--- src/design/mrkd_pkg.sv ---
// ----------------------------------------------------------------------------
// mrkd_pkg - shared types and constants of the medium-raw keycode decoder
// Holds the event record passed from the byte parser to the key map, the
// result record and the field widths and masks of the byte format.
// ----------------------------------------------------------------------------
package mrkd_pkg;

    // Byte format
    localparam int unsigned BYTE_W      = 8;
    localparam int unsigned LOW7_W      = 7;
    localparam logic [7:0]  LOW7_MASK   = 8'h7f;
    localparam logic [7:0]  TOP_BIT     = 8'h80;
    localparam int unsigned HIGH_SHIFT  = 7;

    // A three-byte report gives a 14-bit keycode
    localparam int unsigned RAW_CODE_W  = 2 * LOW7_W;

    // Result fields
    localparam int unsigned KEYCODE_W   = 10;
    localparam int unsigned S_TDATA_W   = 8;
    localparam int unsigned M_TDATA_W   = 16;

    // Key map geometry: one RAM row holds the held bits of ROW_W keys
    localparam int unsigned ROW_W       = 32;
    localparam int unsigned BIT_W       = $clog2(ROW_W);
    localparam int unsigned ROW_SEL_W   = RAW_CODE_W - BIT_W;

    localparam int unsigned NUM_KEYS_DEF = 1024;

    typedef enum logic [1:0] {
        PH_FIRST  = 2'd0,
        PH_SECOND = 2'd1,
        PH_THIRD  = 2'd2
    } phase_t;

    // Decoded key event, valid only when in range and well formed
    typedef struct packed {
        logic                  valid;
        logic                  release_key;
        logic [RAW_CODE_W-1:0] code;
    } event_t;

    // Event that leaves the key map filter
    typedef struct packed {
        logic                 valid;
        logic                 pressed;
        logic [KEYCODE_W-1:0] keycode;
    } result_t;

endpackage

--- src/design/mrkd_parse.sv ---
// ----------------------------------------------------------------------------
// mrkd_parse - medium-raw report parser
// Tracks the position inside one- and three-byte reports and turns each
// completed report into a key event; malformed and out-of-range reports
// give no event.
// ----------------------------------------------------------------------------
module mrkd_parse #(
    parameter int unsigned NUM_KEYS = mrkd_pkg::NUM_KEYS_DEF
) (
    input  logic                            aclk,
    input  logic                            aresetn,
    input  logic                            byte_accept,
    input  logic [mrkd_pkg::BYTE_W-1:0]     raw_byte,
    output mrkd_pkg::event_t                evt
);
    import mrkd_pkg::*;

    localparam logic [RAW_CODE_W:0] KEY_LIMIT = (RAW_CODE_W+1)'(NUM_KEYS);

    phase_t              phase_reg, phase_next;
    logic                release_pending_reg, release_pending_next;
    logic [BYTE_W-1:0]   second_byte_reg, second_byte_next;

    logic [RAW_CODE_W-1:0] code_short;
    logic [RAW_CODE_W-1:0] code_long;
    logic                  short_in_range;
    logic                  long_in_range;
    logic                  long_ok;

    assign code_short = {{(RAW_CODE_W-LOW7_W){1'b0}}, raw_byte[LOW7_W-1:0]};
    assign code_long  = {second_byte_reg[LOW7_W-1:0], raw_byte[LOW7_W-1:0]};
    assign short_in_range = {1'b0, code_short} < KEY_LIMIT;
    assign long_in_range  = {1'b0, code_long} < KEY_LIMIT;
    assign long_ok = ((second_byte_reg & TOP_BIT) != '0) && ((raw_byte & TOP_BIT) != '0);

    // Next state
    always_comb begin
        phase_next           = phase_reg;
        release_pending_next = release_pending_reg;
        second_byte_next     = second_byte_reg;
        if (byte_accept) begin
            unique case (phase_reg)
                PH_SECOND: begin
                    second_byte_next = raw_byte;
                    phase_next       = PH_THIRD;
                end
                PH_THIRD: begin
                    phase_next = PH_FIRST;
                end
                default: begin
                    if ((raw_byte & LOW7_MASK) != '0) begin
                        phase_next = PH_FIRST;
                    end else begin
                        release_pending_next = raw_byte[BYTE_W-1];
                        phase_next           = PH_SECOND;
                    end
                end
            endcase
        end
    end

    // Event decode
    always_comb begin
        evt = '0;
        unique case (phase_reg)
            PH_SECOND: begin
                evt = '0;
            end
            PH_THIRD: begin
                evt.valid       = long_ok && long_in_range;
                evt.release_key = release_pending_reg;
                evt.code        = code_long;
            end
            default: begin
                evt.valid       = ((raw_byte & LOW7_MASK) != '0) && short_in_range;
                evt.release_key = raw_byte[BYTE_W-1];
                evt.code        = code_short;
            end
        endcase
    end

    always_ff @(posedge aclk) begin
        if (!aresetn) begin
            phase_reg           <= PH_FIRST;
            release_pending_reg <= 1'b0;
            second_byte_reg     <= '0;
        end else begin
            phase_reg           <= phase_next;
            release_pending_reg <= release_pending_next;
            second_byte_reg     <= second_byte_next;
        end
    end

endmodule

--- src/design/mrkd_keymap.sv ---
// ----------------------------------------------------------------------------
// mrkd_keymap - held-key bitmap and repeat filter
// Keeps one held bit per keycode in a RAM of ROW_W-bit rows. An event reads
// its row when accepted and writes the updated row back in the next stage;
// the row written at the accept edge is forwarded. Repeated presses of a
// held key are dropped. After reset the RAM is swept to zero.
// ----------------------------------------------------------------------------
module mrkd_keymap #(
    parameter int unsigned NUM_KEYS = mrkd_pkg::NUM_KEYS_DEF
) (
    input  logic                aclk,
    input  logic                aresetn,
    input  logic                evt_accept,
    input  mrkd_pkg::event_t    evt,
    input  logic                out_free,
    output logic                stage_ready,
    output mrkd_pkg::result_t   res
);
    import mrkd_pkg::*;

    localparam int unsigned ROWS   = (NUM_KEYS + ROW_W - 1) / ROW_W;
    localparam int unsigned ROW_AW = (ROWS > 1) ? $clog2(ROWS) : 1;
    localparam logic [ROW_AW-1:0] LAST_ROW = ROW_AW'(ROWS - 1);

    logic [ROW_W-1:0] mem [ROWS];

    logic              clr_active_reg, clr_active_next;
    logic [ROW_AW-1:0] clr_row_reg, clr_row_next;

    logic              ev_valid_reg, ev_valid_next;
    event_t            ev_reg;
    logic [ROW_W-1:0]  rd_data_reg;
    logic              fwd_hit_reg;
    logic [ROW_W-1:0]  fwd_data_reg;

    logic [ROW_SEL_W-1:0] rd_row_full, ev_row_full;
    logic [ROW_AW-1:0]    rd_row, ev_row;
    logic [BIT_W-1:0]     ev_bit;
    logic [ROW_W-1:0]     row_now, bit_mask, row_upd;
    logic                 held, emit, stage2_go;
    logic                 wr_en;
    logic [ROW_AW-1:0]    wr_row;
    logic [ROW_W-1:0]     wr_data;

    assign rd_row_full = evt.code[RAW_CODE_W-1:BIT_W];
    assign rd_row      = rd_row_full[ROW_AW-1:0];
    assign ev_row_full = ev_reg.code[RAW_CODE_W-1:BIT_W];
    assign ev_row      = ev_row_full[ROW_AW-1:0];
    assign ev_bit      = ev_reg.code[BIT_W-1:0];

    // Row as it stands now, taking the write at the accept edge into account
    assign row_now  = fwd_hit_reg ? fwd_data_reg : rd_data_reg;
    assign bit_mask = ROW_W'(1) << ev_bit;
    assign held     = (row_now & bit_mask) != '0;
    assign row_upd  = ev_reg.release_key ? (row_now & ~bit_mask) : (row_now | bit_mask);

    assign emit      = ev_valid_reg && !(held && !ev_reg.release_key);
    assign stage2_go = ev_valid_reg && (!emit || out_free);

    assign wr_en   = clr_active_reg || (stage2_go && emit);
    assign wr_row  = clr_active_reg ? clr_row_reg : ev_row;
    assign wr_data = clr_active_reg ? '0 : row_upd;

    assign stage_ready = !clr_active_reg && (!ev_valid_reg || stage2_go);

    always_comb begin
        res         = '0;
        res.valid   = stage2_go && emit;
        res.pressed = !ev_reg.release_key;
        res.keycode = ev_reg.code[KEYCODE_W-1:0];
    end

    always_comb begin
        clr_active_next = clr_active_reg;
        clr_row_next    = clr_row_reg;
        if (clr_active_reg) begin
            clr_row_next = clr_row_reg + 1'b1;
            if (clr_row_reg == LAST_ROW) begin
                clr_active_next = 1'b0;
            end
        end
    end

    always_comb begin
        ev_valid_next = ev_valid_reg;
        if (evt_accept) begin
            ev_valid_next = evt.valid;
        end else if (stage2_go) begin
            ev_valid_next = 1'b0;
        end
    end

    always_ff @(posedge aclk) begin
        if (!aresetn) begin
            clr_active_reg <= 1'b1;
            clr_row_reg    <= '0;
            ev_valid_reg   <= 1'b0;
        end else begin
            clr_active_reg <= clr_active_next;
            clr_row_reg    <= clr_row_next;
            ev_valid_reg   <= ev_valid_next;
        end
    end

    // Bitmap RAM: one write port, one registered read port
    always_ff @(posedge aclk) begin
        if (wr_en) begin
            mem[wr_row] <= wr_data;
        end
        if (evt_accept) begin
            rd_data_reg <= mem[rd_row];
        end
    end

    // Capture the event and the write that races its read
    always_ff @(posedge aclk) begin
        if (evt_accept) begin
            ev_reg       <= evt;
            fwd_hit_reg  <= wr_en && (wr_row == rd_row);
            fwd_data_reg <= wr_data;
        end
    end

    a_no_accept_in_clear: assert property (@(posedge aclk) disable iff (!aresetn)
        evt_accept |-> !clr_active_reg)
        else $error("transfer accepted during bitmap clear");

    a_clear_once: assert property (@(posedge aclk) disable iff (!aresetn)
        !clr_active_reg |=> !clr_active_reg)
        else $error("bitmap clear restarted without reset");

    a_accept_has_room: assert property (@(posedge aclk) disable iff (!aresetn)
        evt_accept |-> (!ev_valid_reg || stage2_go))
        else $error("event accepted over an unfinished one");

    a_stall_holds: assert property (@(posedge aclk) disable iff (!aresetn)
        (ev_valid_reg && !stage2_go) |=> (ev_valid_reg && $stable(ev_reg)))
        else $error("stalled event lost or changed");

    a_repeat_silent: assert property (@(posedge aclk) disable iff (!aresetn)
        (ev_valid_reg && held && !ev_reg.release_key) |-> !res.valid)
        else $error("repeated press of a held key emitted");

endmodule

--- src/design/medium_raw_keycode_decoder_top.sv ---
// ----------------------------------------------------------------------------
// medium_raw_keycode_decoder_top - medium-raw keyboard byte decoder
// Takes one raw keyboard byte per transfer and emits press and release
// events with held-key filtering.
// ----------------------------------------------------------------------------
// One byte is taken per clock cycle when the output is free. A result passes
// from the transfer of the byte completing its report into the event stage,
// then through the bitmap read-modify-write into the output register. The
// throughput is set by the single read-modify-write of the held-key bitmap
// RAM, with the row written as an event is accepted forwarded to that event.
// After reset the bitmap is swept to zero, one 32-key row per cycle, while
// s_tready stays low. Malformed three-byte reports, keycodes at or above
// NUM_KEYS and repeated presses of a held key give no result.
module medium_raw_keycode_decoder_top #(
    parameter int unsigned NUM_KEYS = mrkd_pkg::NUM_KEYS_DEF
) (
    input  logic                             aclk,
    input  logic                             aresetn,
    input  logic                             s_tvalid,
    output logic                             s_tready,
    input  logic [mrkd_pkg::S_TDATA_W-1:0]   s_tdata,   // [7:0] raw_byte
    output logic                             m_tvalid,
    input  logic                             m_tready,
    output logic [mrkd_pkg::M_TDATA_W-1:0]   m_tdata,   // [9:0] keycode, rest zero
    output logic                             m_tuser    // [0] pressed
);
    import mrkd_pkg::*;

    logic     s_accept;
    logic     stage_ready;
    logic     out_free;
    event_t   evt;
    result_t  res;

    logic                  m_tvalid_reg, m_tvalid_next;
    logic [KEYCODE_W-1:0]  keycode_reg;
    logic                  pressed_reg;

    assign s_tready = stage_ready;
    assign s_accept = s_tvalid && stage_ready;
    assign out_free = !m_tvalid_reg || m_tready;

    mrkd_parse #(
        .NUM_KEYS (NUM_KEYS)
    ) u_parse (
        .aclk        (aclk),
        .aresetn     (aresetn),
        .byte_accept (s_accept),
        .raw_byte    (s_tdata[BYTE_W-1:0]),
        .evt         (evt)
    );

    mrkd_keymap #(
        .NUM_KEYS (NUM_KEYS)
    ) u_keymap (
        .aclk        (aclk),
        .aresetn     (aresetn),
        .evt_accept  (s_accept),
        .evt         (evt),
        .out_free    (out_free),
        .stage_ready (stage_ready),
        .res         (res)
    );

    always_comb begin
        m_tvalid_next = m_tvalid_reg;
        if (res.valid) begin
            m_tvalid_next = 1'b1;
        end else if (m_tready) begin
            m_tvalid_next = 1'b0;
        end
    end

    always_ff @(posedge aclk) begin
        if (!aresetn) begin
            m_tvalid_reg <= 1'b0;
        end else begin
            m_tvalid_reg <= m_tvalid_next;
        end
    end

    always_ff @(posedge aclk) begin
        if (res.valid) begin
            keycode_reg <= res.keycode;
            pressed_reg <= res.pressed;
        end
    end

    assign m_tvalid = m_tvalid_reg;
    assign m_tdata  = {{(M_TDATA_W-KEYCODE_W){1'b0}}, keycode_reg};
    assign m_tuser  = pressed_reg;

endmodule

--- config.mk ---
export PLATFORM = sky130hd
export DESIGN_NAME = medium_raw_keycode_decoder_top
export DESIGN_NICKNAME = d
export VERILOG_FILES = /design/src/design/mrkd_pkg.sv /design/src/design/mrkd_parse.sv /design/src/design/mrkd_keymap.sv /design/src/design/medium_raw_keycode_decoder_top.sv
export SDC_FILE = /design/constraint.sdc
export NUM_CORES = 1
export LEC_CHECK = 0
export BUFFER_PORTS_ARGS = -buffer_cell sky130_fd_sc_hd__buf_2
export CAP_MARGIN = 15
export CORE_MARGIN = 2
export CORE_UTILIZATION = 40
export CTS_BUF_LIST = sky130_fd_sc_hd__clkbuf_16
export CTS_CLUSTER_DIAMETER = 150
export DETAILED_ROUTE_END_ITERATION = 12
export HOLD_SLACK_MARGIN = 0.1
export PLACE_DENSITY = 0.56
export SYNTH_ARGS = -nofsm -noshare
export SYNTH_HDL_FRONTEND = slang
export SYNTH_SLANG_ARGS = --single-unit
--- constraint.sdc ---
create_clock -name aclk -period 6.8 [get_ports aclk]
set_input_delay 0.68 -clock aclk [delete_from_list [all_inputs] [get_ports aclk]]
set_output_delay 0.68 -clock aclk [all_outputs]
set_load 0.01 [all_outputs]
==> results.md <==
* Worst setup EP type: flop
* Post-Route WL at 108,000 µm
* Crit path max-delay cell type: edfxtp_1
* First-pass GRT wire length at about 160,000 µm
* Flop pwr share at a little over half
* All-layer global routing usage at between 10% and 20%
* Hold Crit Class: in2reg
* Critical Path Max Stage Delay at 1070 ps
* Drt initial violations at 2,245
* Placed cell count at 3,631
* Synth Area in XOR/XNOR at less than 1%
* Top cell type's share of synthesized area at 75.9%
* Share of post-route cells with drive strength above 1 at 21.0%
* Final Cycle Share at approximately 72%
* Synth warn at 0
* Clock Power Share at 42.3%
* Crit path time final at 4920 ps
* Worst EP required at 7080 ps
* Core area at 109,000 µm²
* Max-Cap Viols at 0
* Multiplexer share of the synthesized area at 11.2%
* Crit path cell chain: buf_4 > mux4_2 > a32oi_1 > nand3_1 > o31ai_2 > a22oi_2 > buf_4 > nor2_4
* Internal Power at between 10 and 15 mW
* Clk sinks at 1,130
* Vias in the first global route at 22,700
* Sw Pwr at 2.95 mW
* Synthesized instance count at 2,310
* Post_cts resized at 0
* Post-Layout Cell Count at slightly below 4,000
* Nets at 2,347
* Yosys reg bits at 1,130
* Maximum clock frequency at a little over 200 MHz
* Crit-path max FO at 32
* Clk Latency, worst-skew pair at about 700 ps
* Final setup vio count at 0
* Leak at 15.5 nW
* Final ANT Viol Nets at 0
* GRT overflow at 0
* Post-CTS setup buffer count at 0
* DRT Pass-1 Iters at 5
* Fin. Hold Viols at 0
* CTS Buf Count at 110
* Residual DRC at 0
* Clk buf depth at 3
* Die area at 113,000 µm²
* Syn Std Cell Area at 43,900 µm²
* Mean area per synthesized cell at 19.0 µm²
* Largest family of logic cells by synthesized area: multiplexers
* Post-synthesis sequential area ratio at between 70% and 80%
* Actual slew at the worst max-slew pin at 1240 ps
* Fin Clk Skew at 49.6 ps
* Clock tree from TritonCTS: yes
* Buffers on Ports at 24
* Dominant cell type by area after synthesis: edfxtp_1
* Synth Area in Compound Gates at 7.57%
* Unique masters post-synth at 59
* Startpoint Class: flop
* Via/cell ratio at 5.90
* FFs w/ async S/R, synth at 0%
* CP arrival at roughly 5200 ps
* DP Wirelength at 65,500 µm
* WL/cell at 28.1 µm
* RSZ-0062 raised after global routing: false
* Clock-pin slew on the worst setup and hold paths at 70 ps
* CP Class: reg2reg
* Simple-gate area share of the yosys netlist at 2.49%
* Hold-fix buffers at CTS at 0
* EDFF count, synth at approximately 1,100
* Synthesized-area fraction occupied by adder cells at 0.114%
* CP most frequent cell: buf_4
* Initial antenna violation count at 0
* Slew Limit Fails at 0
* CTS Root Cell: clkbuf_16
* Setup TNS at 0 ps
* # IOs at 31
* Starting Density at 40.4%
* FP Rows at between 100 and 150
* Worst slack, placed at 1850 ps
* Combinational power share at between 3 and 4%
* Setup ws final at about 1900 ps
* Htree depth at 3
* Largest register FFs at 1,024
* Area contributors post-synth: edfxtp_1 (76%), mux4_2 (10%), o221ai_1 (2.6%)
* Status: finished clean
* Largest net degree at the start of global routing at 111
* Max-slew headroom at 17.1%
* Vias at 22,700
* Power Density at 285 nW/µm²
* Die X at 335 µm
* Die Ht at 335 µm
* GP Congestion at 0.871
* Sw Share at 20.9%
* Synthesis-to-finish area growth at 12.9%
* VDD IR-drop max at 0.212 mV
* Main synth FF type: edfxtp_1
[layout by cell type, fill, tap and decap left out, types with 9 or more instances in the layout]
cell type and n:
o21ai_0 157, clkbuf_16 111, buf_4 39, bufinv_16 10
mux2i_1 43, buf_2 24, mux4_2 197, o22ai_1 134
o221ai_1 129, clkinv_2 28, nand2_1 142, nor2_4 35
o311a_2 13, dfxtp_1 19, inv_1 23, clkinv_1 34
nor2b_1 14, o311a_1 11, nor2_1 26, edfxtp_1 1111
buf_12 9
[Yosys cell counts (7+ instances only)]
master,count
nor2_1,61
nor2b_1,14
o21ai_0,158
inv_1,12
o221ai_1,129
buf_2,13
mux2i_1,43
edfxtp_1,1111
buf_1,17
o311a_1,24
buf_4,7
mux4_2,197
dfxtp_1,19
nand2_1,144
clkbuf_1,130
o22ai_1,134
[power by group through the flow]
stage	registers [mW]	clock network, mW	logic [mW]
floorplan	7.78	0	0.333
global placement	7.78	0	0.517
detailed placement	7.79	0	0.522
CTS	7.64	6.09	0.523
global route	7.64	6.36	0.560
finish	7.64	5.97	0.525
[critical path: cells and delay by family, from the launching register on]
family                 cells  cell delay, ps
AO/OA/AOI/OAI              3             940
flip-flops                 1            1070
buffers and inverters      2             810
AND/OR/NAND/NOR            2            1130
multiplexers               1             550
[kinds of logic after synthesis]
group	after synthesis
compound gates	484
xor+xnor	8
fa+ha+maj	4
buf+inv	183
flops	1130
mux	244
other cells	1
simple gates	256
[final cells by class]
| class | instances | area (µm²) |
|---|---|---|
| inverters | 14 | 65.1 |
| multi-input cells | 1002 | 9840 |
| clock inverters | 98 | 796 |
| diodes | 1 | 2.50 |
| flip-flops and latches | 1130 | 33700 |
| clock buffers | 111 | 2780 |
| repair buffers | 73 | 621 |
| fillers | 9094 | 59200 |
| well taps | 1414 | 1770 |
[worst paths after layout]
check / slack, ps / end / cells past startpoint / from
worst min-delay path: 290 / u_parse.second_byte_reg[0] / 3 / s_tdata[0]
worst max-delay path: 1880 / u_keymap.mem[23][26] / 8 / u_keymap.fwd_hit_reg
worst min register to register: 460 / u_parse.second_byte_reg[1] / 2 / u_parse.second_byte_reg[1]
worst max register to register: 1880 / u_keymap.mem[23][26] / 8 / u_keymap.fwd_hit_reg
[per-layer routing]
layer  GRT usage [%]  wire, µm  vias up
li1                -         -     9732
met1            27.8     47900    12000
met2            28.8     48900      811
met3            5.19      8850      144
met4            4.87      2450        0
met5               0         0        -
[stage by stage]
| step | cell area [µm²] | hold slack (ps) | utilization (%) | power [mW] |
|---|---|---|---|---|
| after floorplan | 44000 | 426 | - | 8.11 |
| after global placement | 45900 | 444 | 42.2 | 8.30 |
| after detailed placement | 46000 | 453 | 42.2 | 8.31 |
| after CTS | 49600 | 248 | 45.5 | 14.3 |
| after global routing | 49600 | 277 | 45.6 | 14.6 |
| final | 49600 | 291 | 45.6 | 14.1 |
No activity file was read; power rests on OpenSTA's default activity.
